File: src/hw/rtl/assert_macros.svh
// Assertion macros shared by the timer table RTL.
// Each macro samples on clk and is disabled while arst_n is low.
`ifndef ASSERT_MACROS_SVH
`define ASSERT_MACROS_SVH

// Same-cycle implication.
`define ASSERT_IMPLIES(label, ante, cons, msg) \
	label: assert property (@(posedge clk) disable iff (!arst_n) (ante) |-> (cons)) \
		else $error(msg);

// Next-cycle implication.
`define ASSERT_NEXT(label, ante, cons, msg) \
	label: assert property (@(posedge clk) disable iff (!arst_n) (ante) |=> (cons)) \
		else $error(msg);

`endif

File: src/hw/rtl/ptts_pkg.sv
// Package for the periodic timer table scheduler.
// Holds field widths, operation codes, the table entry type, divider types and FSM states.
package ptts_pkg;

	localparam int DEFAULT_NUM_TIMERS = 16;

	localparam int OP_W    = 3;
	localparam int IDX_W   = 4;
	localparam int TIME_W  = 64;
	localparam int COUNT_W = 32;
	localparam int WAIT_W  = 32;

	localparam int IN_DATA_W    = 168;
	localparam int IN_USER_W    = 4;
	localparam int OUT_FIELDS_W = 103;
	localparam int OUT_DATA_W   = 104;

	typedef enum logic [OP_W-1:0] {
		OP_CREATE   = 3'd0,
		OP_UPDATE   = 3'd1,
		OP_DELETE   = 3'd2,
		OP_DISPATCH = 3'd3
	} op_t;

	localparam logic [WAIT_W-1:0] WAIT_NONE = 32'hffff_ffff;
	localparam logic [WAIT_W-1:0] WAIT_SAT  = 32'hffff_fffe;
	localparam logic [TIME_W-1:0] SAT_LIMIT = 64'd4294967295000;

	localparam int WAIT_DIVISOR = 1000;
	localparam int REM_W        = $clog2(WAIT_DIVISOR);
	localparam int DIV_RADIX_W  = 4;
	localparam int DIV_BITS     = 44;
	localparam int DIV_STEPS    = DIV_BITS / DIV_RADIX_W;
	localparam int STEP_W       = $clog2(DIV_STEPS);

	typedef struct packed {
		logic [TIME_W-1:0]  deadline;
		logic [TIME_W-1:0]  reload;
		logic [COUNT_W-1:0] fires;
	} timer_entry_t;

	typedef struct packed {
		logic                start;
		logic [DIV_BITS-1:0] dividend;
	} div_req_t;

	typedef struct packed {
		logic              done;
		logic [WAIT_W-1:0] quotient;
	} div_rsp_t;

	typedef enum logic [3:0] {
		S_IDLE,
		S_PICK,
		S_READ,
		S_MODIFY,
		S_SCAN,
		S_DIFF,
		S_RANGE,
		S_DIV,
		S_OUT
	} state_t;

endpackage

File: src/hw/rtl/ptts_wait_div.sv
// Iterative divider by the constant wait unit, four quotient bits per cycle.
// Depends on ptts_pkg for widths and the request and response types.
module ptts_wait_div (
	input  logic               clk,
	input  logic               arst_n,
	input  ptts_pkg::div_req_t req,
	output ptts_pkg::div_rsp_t rsp
);

	localparam int REM_W   = ptts_pkg::REM_W;
	localparam int TRIAL_W = REM_W + 1;
	localparam int RADIX_W = ptts_pkg::DIV_RADIX_W;
	localparam int BITS    = ptts_pkg::DIV_BITS;
	localparam int STEP_W  = ptts_pkg::STEP_W;
	localparam logic [TRIAL_W-1:0] DIVISOR = TRIAL_W'(ptts_pkg::WAIT_DIVISOR);
	localparam logic [STEP_W-1:0]  LAST_STEP = STEP_W'(ptts_pkg::DIV_STEPS - 1);

	logic              busy_q;
	logic              done_q;
	logic [STEP_W-1:0] step_q;
	logic [BITS-1:0]   work_q;
	logic [REM_W-1:0]  rem_q;
	logic [BITS-1:0]   work_n;
	logic [REM_W-1:0]  rem_n;

	always_comb begin
		logic [TRIAL_W-1:0] trial;
		logic [RADIX_W-1:0] qbits;
		rem_n = rem_q;
		qbits = '0;
		for (int k = 0; k < RADIX_W; k++) begin
			trial = {rem_n, work_q[BITS-1-k]};
			if (trial >= DIVISOR) begin
				rem_n = REM_W'(trial - DIVISOR);
				qbits[RADIX_W-1-k] = 1'b1;
			end else begin
				rem_n = trial[REM_W-1:0];
				qbits[RADIX_W-1-k] = 1'b0;
			end
		end
		work_n = {work_q[BITS-RADIX_W-1:0], qbits};
	end

	always_ff @(posedge clk or negedge arst_n) begin
		if (!arst_n) begin
			busy_q <= 1'b0;
			done_q <= 1'b0;
			step_q <= '0;
		end else begin
			done_q <= 1'b0;
			if (req.start) begin
				busy_q <= 1'b1;
				step_q <= '0;
			end else if (busy_q) begin
				step_q <= step_q + 1'b1;
				if (step_q == LAST_STEP) begin
					busy_q <= 1'b0;
					done_q <= 1'b1;
				end
			end
		end
	end

	always_ff @(posedge clk) begin
		if (req.start) begin
			work_q <= req.dividend;
			rem_q  <= '0;
		end else if (busy_q) begin
			work_q <= work_n;
			rem_q  <= rem_n;
		end
	end

	assign rsp.done     = done_q;
	assign rsp.quotient = work_q[ptts_pkg::WAIT_W-1:0];

endmodule

File: src/hw/rtl/periodic_timer_table_scheduler_unit.sv
// Periodic timer table scheduler: top level with the timer memory and the control sequencer.
// Depends on ptts_pkg, ptts_wait_div and assert_macros.svh.
//
// One item is processed at a time. Create, update, delete and query run a read and a
// modify step of the target slot and then a scan of every slot; a dispatch first adds an expiry scan.
// When the earliest deadline lies ahead and in range, the wait division follows the scan.
// Every scan walks the single-read-port timer memory one slot per cycle, and the divider
// yields four quotient bits per cycle.
// A finished result sits in the output register, so the next item is taken while it waits.
`include "assert_macros.svh"

module periodic_timer_table_scheduler_unit #(
	parameter int NUM_TIMERS = ptts_pkg::DEFAULT_NUM_TIMERS
) (
	input  logic                                clk,
	input  logic                                arst_n,
	input  logic                                s_axis_tvalid,
	output logic                                s_axis_tready,
	// timer_index[3:0], interval[67:4], repeat_count[99:68], now[163:100], zero fill
	input  logic [ptts_pkg::IN_DATA_W-1:0]      s_axis_tdata,
	// operation[2:0], absolute[3]
	input  logic [ptts_pkg::IN_USER_W-1:0]      s_axis_tuser,
	output logic                                m_axis_tvalid,
	input  logic                                m_axis_tready,
	// status[0], fired[1], fired_index[5:2], finished[6], deadline[70:7],
	// next_wait[102:71], zero fill
	output logic [ptts_pkg::OUT_DATA_W-1:0]     m_axis_tdata
);

	localparam int IW = (NUM_TIMERS > 1) ? $clog2(NUM_TIMERS) : 1;
	localparam int CW = $clog2(NUM_TIMERS + 1);
	localparam int TW = ptts_pkg::TIME_W;
	localparam logic [CW-1:0] SCAN_END = CW'(NUM_TIMERS);

	ptts_pkg::state_t state_q, state_d;

	logic [ptts_pkg::OP_W-1:0]    op_q;
	logic [ptts_pkg::IDX_W-1:0]   tmr_idx_q;
	logic [TW-1:0]                ival_q;
	logic [ptts_pkg::COUNT_W-1:0] rpt_q;
	logic                         abs_q;
	logic [TW-1:0]                now_q;

	ptts_pkg::timer_entry_t tmr_mem [NUM_TIMERS];
	ptts_pkg::timer_entry_t rd_data_s1;
	ptts_pkg::timer_entry_t mem_wdata;
	logic                   mem_re;
	logic                   mem_we;
	logic [IW-1:0]          mem_raddr;
	logic [IW-1:0]          tgt;

	logic [NUM_TIMERS-1:0] slot_deleted_q;
	logic [CW-1:0]         scan_cnt_q;
	logic                  rd_vld_s1;
	logic [IW-1:0]         rd_addr_s1;
	logic                  scan_issue;
	logic                  scan_done;

	logic          found_q;
	logic [IW-1:0] pick_q;
	logic [TW-1:0] best_q;
	logic          any_q;
	logic          status_q;
	logic          fired_q;
	logic          fin_q;
	logic [TW-1:0] dl_q;
	logic [TW-1:0] diff_q;
	logic          past_q;
	logic [ptts_pkg::WAIT_W-1:0] wait_q;

	logic                              m_valid_q;
	logic [ptts_pkg::OUT_DATA_W-1:0]   m_data_q;
	logic                              out_load;

	logic [IW-1:0] idx_slot;
	logic          idx_valid;
	logic          slot_live;
	logic [TW-1:0] d_eff;
	logic [TW-1:0] add_b;
	logic [TW-1:0] add_sum;
	logic [TW:0]   diff_full;
	logic          sat;
	logic          mod_status;
	logic          mod_fin;
	logic          del_set;
	logic          del_clr;
	logic          is_disp;

	ptts_pkg::div_req_t div_req;
	ptts_pkg::div_rsp_t div_rsp;

	ptts_wait_div u_div (
		.clk    (clk),
		.arst_n (arst_n),
		.req    (div_req),
		.rsp    (div_rsp)
	);

	assign s_axis_tready = (state_q == ptts_pkg::S_IDLE);
	assign m_axis_tvalid = m_valid_q;
	assign m_axis_tdata  = m_data_q;

	assign is_disp   = (op_q == ptts_pkg::OP_DISPATCH);
	assign idx_slot  = IW'(tmr_idx_q);
	assign idx_valid = (9'(tmr_idx_q) < 9'(NUM_TIMERS));
	assign slot_live = idx_valid && !slot_deleted_q[idx_slot];
	assign tgt       = is_disp ? pick_q : idx_slot;
	assign d_eff     = slot_deleted_q[rd_addr_s1] ? '0 : rd_data_s1.deadline;
	assign scan_done = (scan_cnt_q == SCAN_END) && rd_vld_s1;
	assign diff_full = {1'b0, best_q} - {1'b0, now_q};
	assign sat       = (diff_q >= ptts_pkg::SAT_LIMIT);

	// Sequencer
	always_ff @(posedge clk or negedge arst_n) begin
		if (!arst_n) begin
			state_q <= ptts_pkg::S_IDLE;
		end else begin
			state_q <= state_d;
		end
	end

	always_comb begin
		state_d          = state_q;
		scan_issue       = 1'b0;
		mem_re           = 1'b0;
		mem_raddr        = scan_cnt_q[IW-1:0];
		div_req.start    = 1'b0;
		div_req.dividend = diff_q[ptts_pkg::DIV_BITS-1:0];
		out_load         = 1'b0;
		unique case (state_q)
			ptts_pkg::S_IDLE: begin
				if (s_axis_tvalid) begin
					state_d = (s_axis_tuser[2:0] == ptts_pkg::OP_DISPATCH) ?
						ptts_pkg::S_PICK : ptts_pkg::S_READ;
				end
			end
			ptts_pkg::S_PICK: begin
				scan_issue = (scan_cnt_q != SCAN_END);
				mem_re     = scan_issue;
				if (scan_done) begin
					state_d = ptts_pkg::S_READ;
				end
			end
			ptts_pkg::S_READ: begin
				mem_re    = 1'b1;
				mem_raddr = tgt;
				state_d   = ptts_pkg::S_MODIFY;
			end
			ptts_pkg::S_MODIFY: begin
				state_d = ptts_pkg::S_SCAN;
			end
			ptts_pkg::S_SCAN: begin
				scan_issue = (scan_cnt_q != SCAN_END);
				mem_re     = scan_issue;
				if (scan_done) begin
					state_d = ptts_pkg::S_DIFF;
				end
			end
			ptts_pkg::S_DIFF: begin
				state_d = ptts_pkg::S_RANGE;
			end
			ptts_pkg::S_RANGE: begin
				if (any_q && !past_q && !sat) begin
					div_req.start = 1'b1;
					state_d       = ptts_pkg::S_DIV;
				end else begin
					state_d = ptts_pkg::S_OUT;
				end
			end
			ptts_pkg::S_DIV: begin
				if (div_rsp.done) begin
					state_d = ptts_pkg::S_OUT;
				end
			end
			ptts_pkg::S_OUT: begin
				if (!m_valid_q || m_axis_tready) begin
					out_load = 1'b1;
					state_d  = ptts_pkg::S_IDLE;
				end
			end
			default: begin
				state_d = ptts_pkg::S_IDLE;
			end
		endcase
	end

	// Read-modify-write of the target slot
	always_comb begin
		add_b      = is_disp ? rd_data_s1.reload : ival_q;
		add_sum    = now_q + add_b;
		mod_fin    = (rd_data_s1.fires <= 32'd1);
		mem_we     = 1'b0;
		del_set    = 1'b0;
		del_clr    = 1'b0;
		mod_status = 1'b0;
		if (abs_q) begin
			mem_wdata = '{deadline: ival_q, reload: rd_data_s1.reload, fires: '0};
		end else begin
			mem_wdata = '{deadline: add_sum, reload: ival_q, fires: rpt_q};
		end
		if (state_q == ptts_pkg::S_MODIFY) begin
			unique case (op_q)
				ptts_pkg::OP_CREATE: begin
					mod_status = !idx_valid;
					if (idx_valid) begin
						mem_we  = 1'b1;
						del_clr = 1'b1;
						if (abs_q) begin
							mem_wdata.reload = '0;
						end
					end
				end
				ptts_pkg::OP_UPDATE: begin
					mod_status = !slot_live;
					mem_we     = slot_live;
				end
				ptts_pkg::OP_DELETE: begin
					mod_status = !slot_live;
					del_set    = slot_live;
				end
				ptts_pkg::OP_DISPATCH: begin
					mem_we = found_q;
					if (mod_fin) begin
						mem_wdata = '{deadline: '0, reload: rd_data_s1.reload, fires: '0};
					end else begin
						mem_wdata = '{deadline: add_sum, reload: rd_data_s1.reload,
							fires: rd_data_s1.fires - 1'b1};
					end
				end
				default: begin
					mod_status = !slot_live;
				end
			endcase
		end
	end

	always_ff @(posedge clk) begin
		if (mem_we) begin
			tmr_mem[tgt] <= mem_wdata;
		end
		if (mem_re) begin
			rd_data_s1 <= tmr_mem[mem_raddr];
		end
	end

	// Control registers
	always_ff @(posedge clk or negedge arst_n) begin
		if (!arst_n) begin
			slot_deleted_q <= '1;
			scan_cnt_q     <= '0;
			rd_vld_s1      <= 1'b0;
			found_q        <= 1'b0;
			any_q          <= 1'b0;
			status_q       <= 1'b0;
			fired_q        <= 1'b0;
			fin_q          <= 1'b0;
			m_valid_q      <= 1'b0;
		end else begin
			rd_vld_s1 <= scan_issue;
			if (scan_issue) begin
				scan_cnt_q <= scan_cnt_q + 1'b1;
			end else if (state_q != ptts_pkg::S_PICK && state_q != ptts_pkg::S_SCAN) begin
				scan_cnt_q <= '0;
			end
			if (del_set) begin
				slot_deleted_q[idx_slot] <= 1'b1;
			end else if (del_clr) begin
				slot_deleted_q[idx_slot] <= 1'b0;
			end
			if (s_axis_tvalid && s_axis_tready) begin
				found_q <= 1'b0;
			end else if (state_q == ptts_pkg::S_PICK && rd_vld_s1 && d_eff != '0 &&
				d_eff <= now_q && (!found_q || d_eff > best_q)) begin
				found_q <= 1'b1;
			end
			if (state_q == ptts_pkg::S_MODIFY) begin
				any_q    <= 1'b0;
				status_q <= mod_status;
				fired_q  <= is_disp && found_q;
				fin_q    <= is_disp && found_q && mod_fin;
			end else if (state_q == ptts_pkg::S_SCAN && rd_vld_s1 && d_eff != '0) begin
				any_q <= 1'b1;
			end
			if (out_load) begin
				m_valid_q <= 1'b1;
			end else if (m_axis_tready) begin
				m_valid_q <= 1'b0;
			end
		end
	end

	// Datapath registers
	always_ff @(posedge clk) begin
		if (s_axis_tvalid && s_axis_tready) begin
			op_q      <= s_axis_tuser[2:0];
			abs_q     <= s_axis_tuser[3];
			tmr_idx_q <= s_axis_tdata[3:0];
			ival_q    <= s_axis_tdata[67:4];
			rpt_q     <= s_axis_tdata[99:68];
			now_q     <= s_axis_tdata[163:100];
		end
		rd_addr_s1 <= mem_raddr;
		if (state_q == ptts_pkg::S_PICK && rd_vld_s1 && d_eff != '0 && d_eff <= now_q &&
			(!found_q || d_eff > best_q)) begin
			best_q <= d_eff;
			pick_q <= rd_addr_s1;
		end
		if (state_q == ptts_pkg::S_SCAN && rd_vld_s1 && d_eff != '0 &&
			(!any_q || d_eff < best_q)) begin
			best_q <= d_eff;
		end
		if (state_q == ptts_pkg::S_MODIFY) begin
			dl_q <= (is_disp && found_q) ? mem_wdata.deadline : '0;
		end else if (state_q == ptts_pkg::S_SCAN && rd_vld_s1 && !fired_q && idx_valid &&
			rd_addr_s1 == idx_slot) begin
			dl_q <= d_eff;
		end
		if (state_q == ptts_pkg::S_DIFF) begin
			diff_q <= diff_full[TW-1:0];
			past_q <= diff_full[TW];
		end
		if (state_q == ptts_pkg::S_RANGE) begin
			if (!any_q) begin
				wait_q <= ptts_pkg::WAIT_NONE;
			end else if (past_q) begin
				wait_q <= '0;
			end else begin
				wait_q <= ptts_pkg::WAIT_SAT;
			end
		end else if (state_q == ptts_pkg::S_DIV && div_rsp.done) begin
			wait_q <= div_rsp.quotient;
		end
		if (out_load) begin
			m_data_q <= {
				{(ptts_pkg::OUT_DATA_W - ptts_pkg::OUT_FIELDS_W){1'b0}},
				wait_q,
				dl_q,
				fin_q,
				(fired_q ? ptts_pkg::IDX_W'(pick_q) : {ptts_pkg::IDX_W{1'b0}}),
				fired_q,
				status_q
			};
		end
	end

	`ASSERT_IMPLIES(a_write_live_slot, mem_we && op_q != ptts_pkg::OP_CREATE, !slot_deleted_q[tgt], "write to a deleted slot")
	`ASSERT_IMPLIES(a_finish_needs_fire, fin_q, fired_q, "finished without a firing")
	`ASSERT_IMPLIES(a_div_done_in_div, div_rsp.done, state_q == ptts_pkg::S_DIV, "divider done outside wait")
	`ASSERT_NEXT(a_accept_leaves_idle, s_axis_tvalid && s_axis_tready, state_q != ptts_pkg::S_IDLE, "item accepted but sequencer idle")

endmodule
File: config.mk
export PLATFORM = sky130hd
export DESIGN_NAME = periodic_timer_table_scheduler_unit
export DESIGN_NICKNAME = d
export VERILOG_FILES = /design/src/hw/rtl/ptts_pkg.sv /design/src/hw/rtl/ptts_wait_div.sv /design/src/hw/rtl/periodic_timer_table_scheduler_unit.sv
export VERILOG_INCLUDE_DIRS = /design/src /design/src/hw/rtl
export SDC_FILE = /design/constraint.sdc
export NUM_CORES = 2
export LEC_CHECK = 0
export ABC_CLOCK_PERIOD_IN_PS = 29800
export BUFFER_PORTS_ARGS = -buffer_cell sky130_fd_sc_hd__buf_4
export CORE_UTILIZATION = 45
export DETAILED_ROUTE_END_ITERATION = 12
export PLACE_DENSITY = 0.64
export SLEW_MARGIN = 20
export SYNTH_ARGS = -nofsm -noshare
export SYNTH_HDL_FRONTEND = slang
export SYNTH_HIERARCHICAL = 1
export SYNTH_SLANG_ARGS = --single-unit
File: constraint.sdc
create_clock -name clk -period 29.8 [get_ports clk]
set_input_delay 1.49 -clock clk [delete_from_list [all_inputs] [get_ports clk]]
set_output_delay 1.49 -clock clk [all_outputs]
set_load 0.05 [all_outputs]
==> flow_metrics.tcl <==
set metrics [dict create \
    syn_area_per_cell_um2 17.1 \
    leakage_uw 0.0529 \
    dp_cells 12100 \
    cp_slowest_stage_delay_ns 0.92 \
    synth_area_um2 138000 \
    synthFlopType "edfxtp_1" \
    max_freq_ghz 0.140 \
    dp_hpwl_um 220000 \
    drt-total-wl_um 382000 \
    postCtsHoldBufs 0 \
    numCtsBuffers 346 \
    crit_cells 14 \
    period_minus_slack_ns 7.13 \
    rows 202 \
    grt_pass1_wl_um 544000 \
    yosys_warnings 6 \
    cp_max_fo 102 \
    ir_drop_mv 0.166 \
    hold_path_depth 0 \
    synth_cell_type_count 107 \
    final_cell_count_no_fill 12800 \
    tightest_slew_ns 1.16 \
    clockRootBuffer "clkbuf_16" \
    antenna_left 0 \
    fin_skew_ns 0.0690 \
    synth_nets 8501 \
    vias 77800 \
    crit_family "buffers and inverters" \
    yosysTopAreaCellShare 0.710 \
    start_util 0.454 \
    synthTopCellsByArea "edfxtp_1, mux4_2, nand2_1" \
    port_buffers 276 \
    viasPerCell 6.10 \
    crit_arrival_ns 7.74 \
    path_clk_slew_ns 0.06 \
    yosysMostFrequentCell "edfxtp_1" \
    setup_viol 0 \
    cp_common_cell "buf_4" \
    drtPass1Iterations 6 \
    cts_buffer_depth 4 \
    ys_seq_area_frac 0.719 \
    htreeDepth 5 \
    die_h_um 556 \
    min_period_over_period 0.239 \
    finalHoldViolCount 0 \
    io_pins 282 \
    r2r_setup_slack_ns 22.67 \
    dieWidth_um 556 \
    cts_resized 0 \
    status "complete, no violations" \
    hp-class "flip-flop to flip-flop" \
    clock_sinks 3316 \
    yosysTopAreaCell "edfxtp_1" \
    powerDensity_nw_per_um2 101 \
    area_growth_pct 13.1 \
    grt_max_degree 149 \
    syn_inst 8062 \
    rr_worst_depth 14 \
    wl_per_cell_um 30.0 \
    synthArstFlopShare 0.0115 \
    critPathRequiredTime_ns 30.41 \
    critical_path_class "flip-flop to flip-flop" \
    cts_setup_buffers 0 \
    antenna_found_initial 26 \
    synth-edff-count 3264 \
    ys_seq_elements 3316 \
    relSlewSlack 0.227 \
    crit_slowest_cell "buf_4" \
    crit_chain "nand2_1 > nor2_4 > buf_12 > nand2_1 > a31oi_4 > buf_4 > buf_4 > buf_4 > buf_12 > buf_4 > mux4_2 > nand2_1 > and3_1 > a31oi_1" \
    dieArea_um2 309000 \
    maxCapViolations 0 \
    grt_setup_unrepaired "false" \
    crit_path_start_kind "flip-flop" \
    final_nets 8831 \
    insertion_delay_ns 0.94 \
    drive_gt1_frac 0.198 \
    grt_pass1_vias 76200 \
    cp_num_buf_inv 6 \
    cts_tree "done" \
    gp_congestion 0.944 \
    worst_setup_path_end_kind "flip-flop" \
    drtIter0Drc 9069 \
    placeableCoreArea_um2 304000 \
    setup_tns_ns 0 \
    drc 0 \
    gr-usage-all-layers 0.244 \
    synth_common_cells "edfxtp_1, nand2_1, mux4_2, clkbuf_1, ha_1" \
    drv_slew 0 \
    overflow 0 \
]
routing by layer:
metal	GRT usage	wire, um
met5	0	25
met4	0.0738	11800
met3	0.0403	36000
met2	0.377	175000
met1	0.356	160000
cells by family (layout without fill, tap and decap cells):
| group | Yosys count | in the layout | share of synthesized area |
|---|---|---|---|
| flops | 3316 | 3316 | 0.719 |
| xor+xnor | 164 | 164 | 0.0104 |
| other cells | 1 | 18 | 0.0000272 |
| mux | 724 | 724 | 0.112 |
| fa+ha+maj | 265 | 265 | 0.0241 |
| compound gates | 1052 | 1052 | 0.0517 |
| buf+inv | 637 | 1241 | 0.0196 |
| simple gates | 1903 | 1903 | 0.0628 |
worst paths after layout:
kind,from,to
max in group asynchronous,arst_n,async pin
worst min-delay path,dl_q[35]$_DFFE_PP_,m_axis_tdata[42]$_DFFE_PP_
min in group asynchronous,arst_n,state_q[0]$_DFFE_PN0P_
worst max-delay path,op_q[1]$_DFFE_PP_,rd_data_s1[74]$_DFFE_PP_
worst max register to register,op_q[1]$_DFFE_PP_,rd_data_s1[74]$_DFFE_PP_
worst min register to register,dl_q[35]$_DFFE_PP_,m_axis_tdata[42]$_DFFE_PP_
cell usage in the layout (no fill, tap or decap), types with 22 or more instances in the layout:
cell       netlist  final
nor3_1          50     50
a21o_1         135    133
nor2_4           1     24
mux4_2         650    650
bufinv_16        0     33
o21bai_1        34     34
clkbuf_1       271     66
nand2b_1        29     29
nand2_1       1126   1126
dfrtp_1         22     22
clkinv_1         1     66
nor4_1          39     39
a22o_1         153    153
and3_1         180    180
mux2_2          59     59
inv_1          193    192
edfxtp_1      3264   3264
nor2b_1         90     89
buf_4           55    408
xnor2_1        101    101
clkbuf_16        0    348
nand4_1         72     72
a21oi_1        209    208
o21ai_0        154    134
clkinv_2         0     53
nor2_1         164    141
o21ai_1         16     32
xor2_1          63     63
a31oi_1        193    191
ha_1           261    261
nand3_1         57     57
through the flow:
step	area (um^2)	worst slack, ns	hold WS, ns	utilization	total power (uW)
floorplan	138000	19.88	0.400	-	9880
global placement	145000	22.46	0.401	0.476	11500
detailed placement	145000	22.45	0.405	0.476	11500
CTS	156000	22.39	0.400	0.513	15800
global route	156000	21.92	0.421	0.513	16400
finish	156000	22.67	0.406	0.513	15800
registers in the layout, summed over array words and instances (netlist names), 3 cells and up, named ones only:
register	count
wait_q	32
tmr_mem	2560
best_q	64
now_q	64
state_q	4
dl_q	64
m_axis_tdata	103
pick_q	4
rd_addr_s1	4
scan_cnt_q	5
op_q	3
u_div/work_q	44
rd_data_s1	160
ival_q	64
u_div/rem_q	10
u_div/step_q	4
diff_q	64
rpt_q	32
idx_slot	4
power by group:
| group | switching [uW] | internal, uW |
|---|---|---|
| clock network | 1830 | 2460 |
| logic | 3110 | 1950 |
| registers | 336 | 6070 |
| total | 5280 | 10500 |
cell type report:
class                           instances  area (um^2)
Antenna cell                           17         42.5
Clock buffer                          420         9040
Clock inverter                        202         2190
Fill cell                           24500       148000
Inverter                              194          746
Multi-Input combinational cell       4109        36300
Sequential cell                      3316        99300
Tap cell                             4080         5100
Timing Repair Buffer                  425         3390
Power figures use the tool's default switching activity.
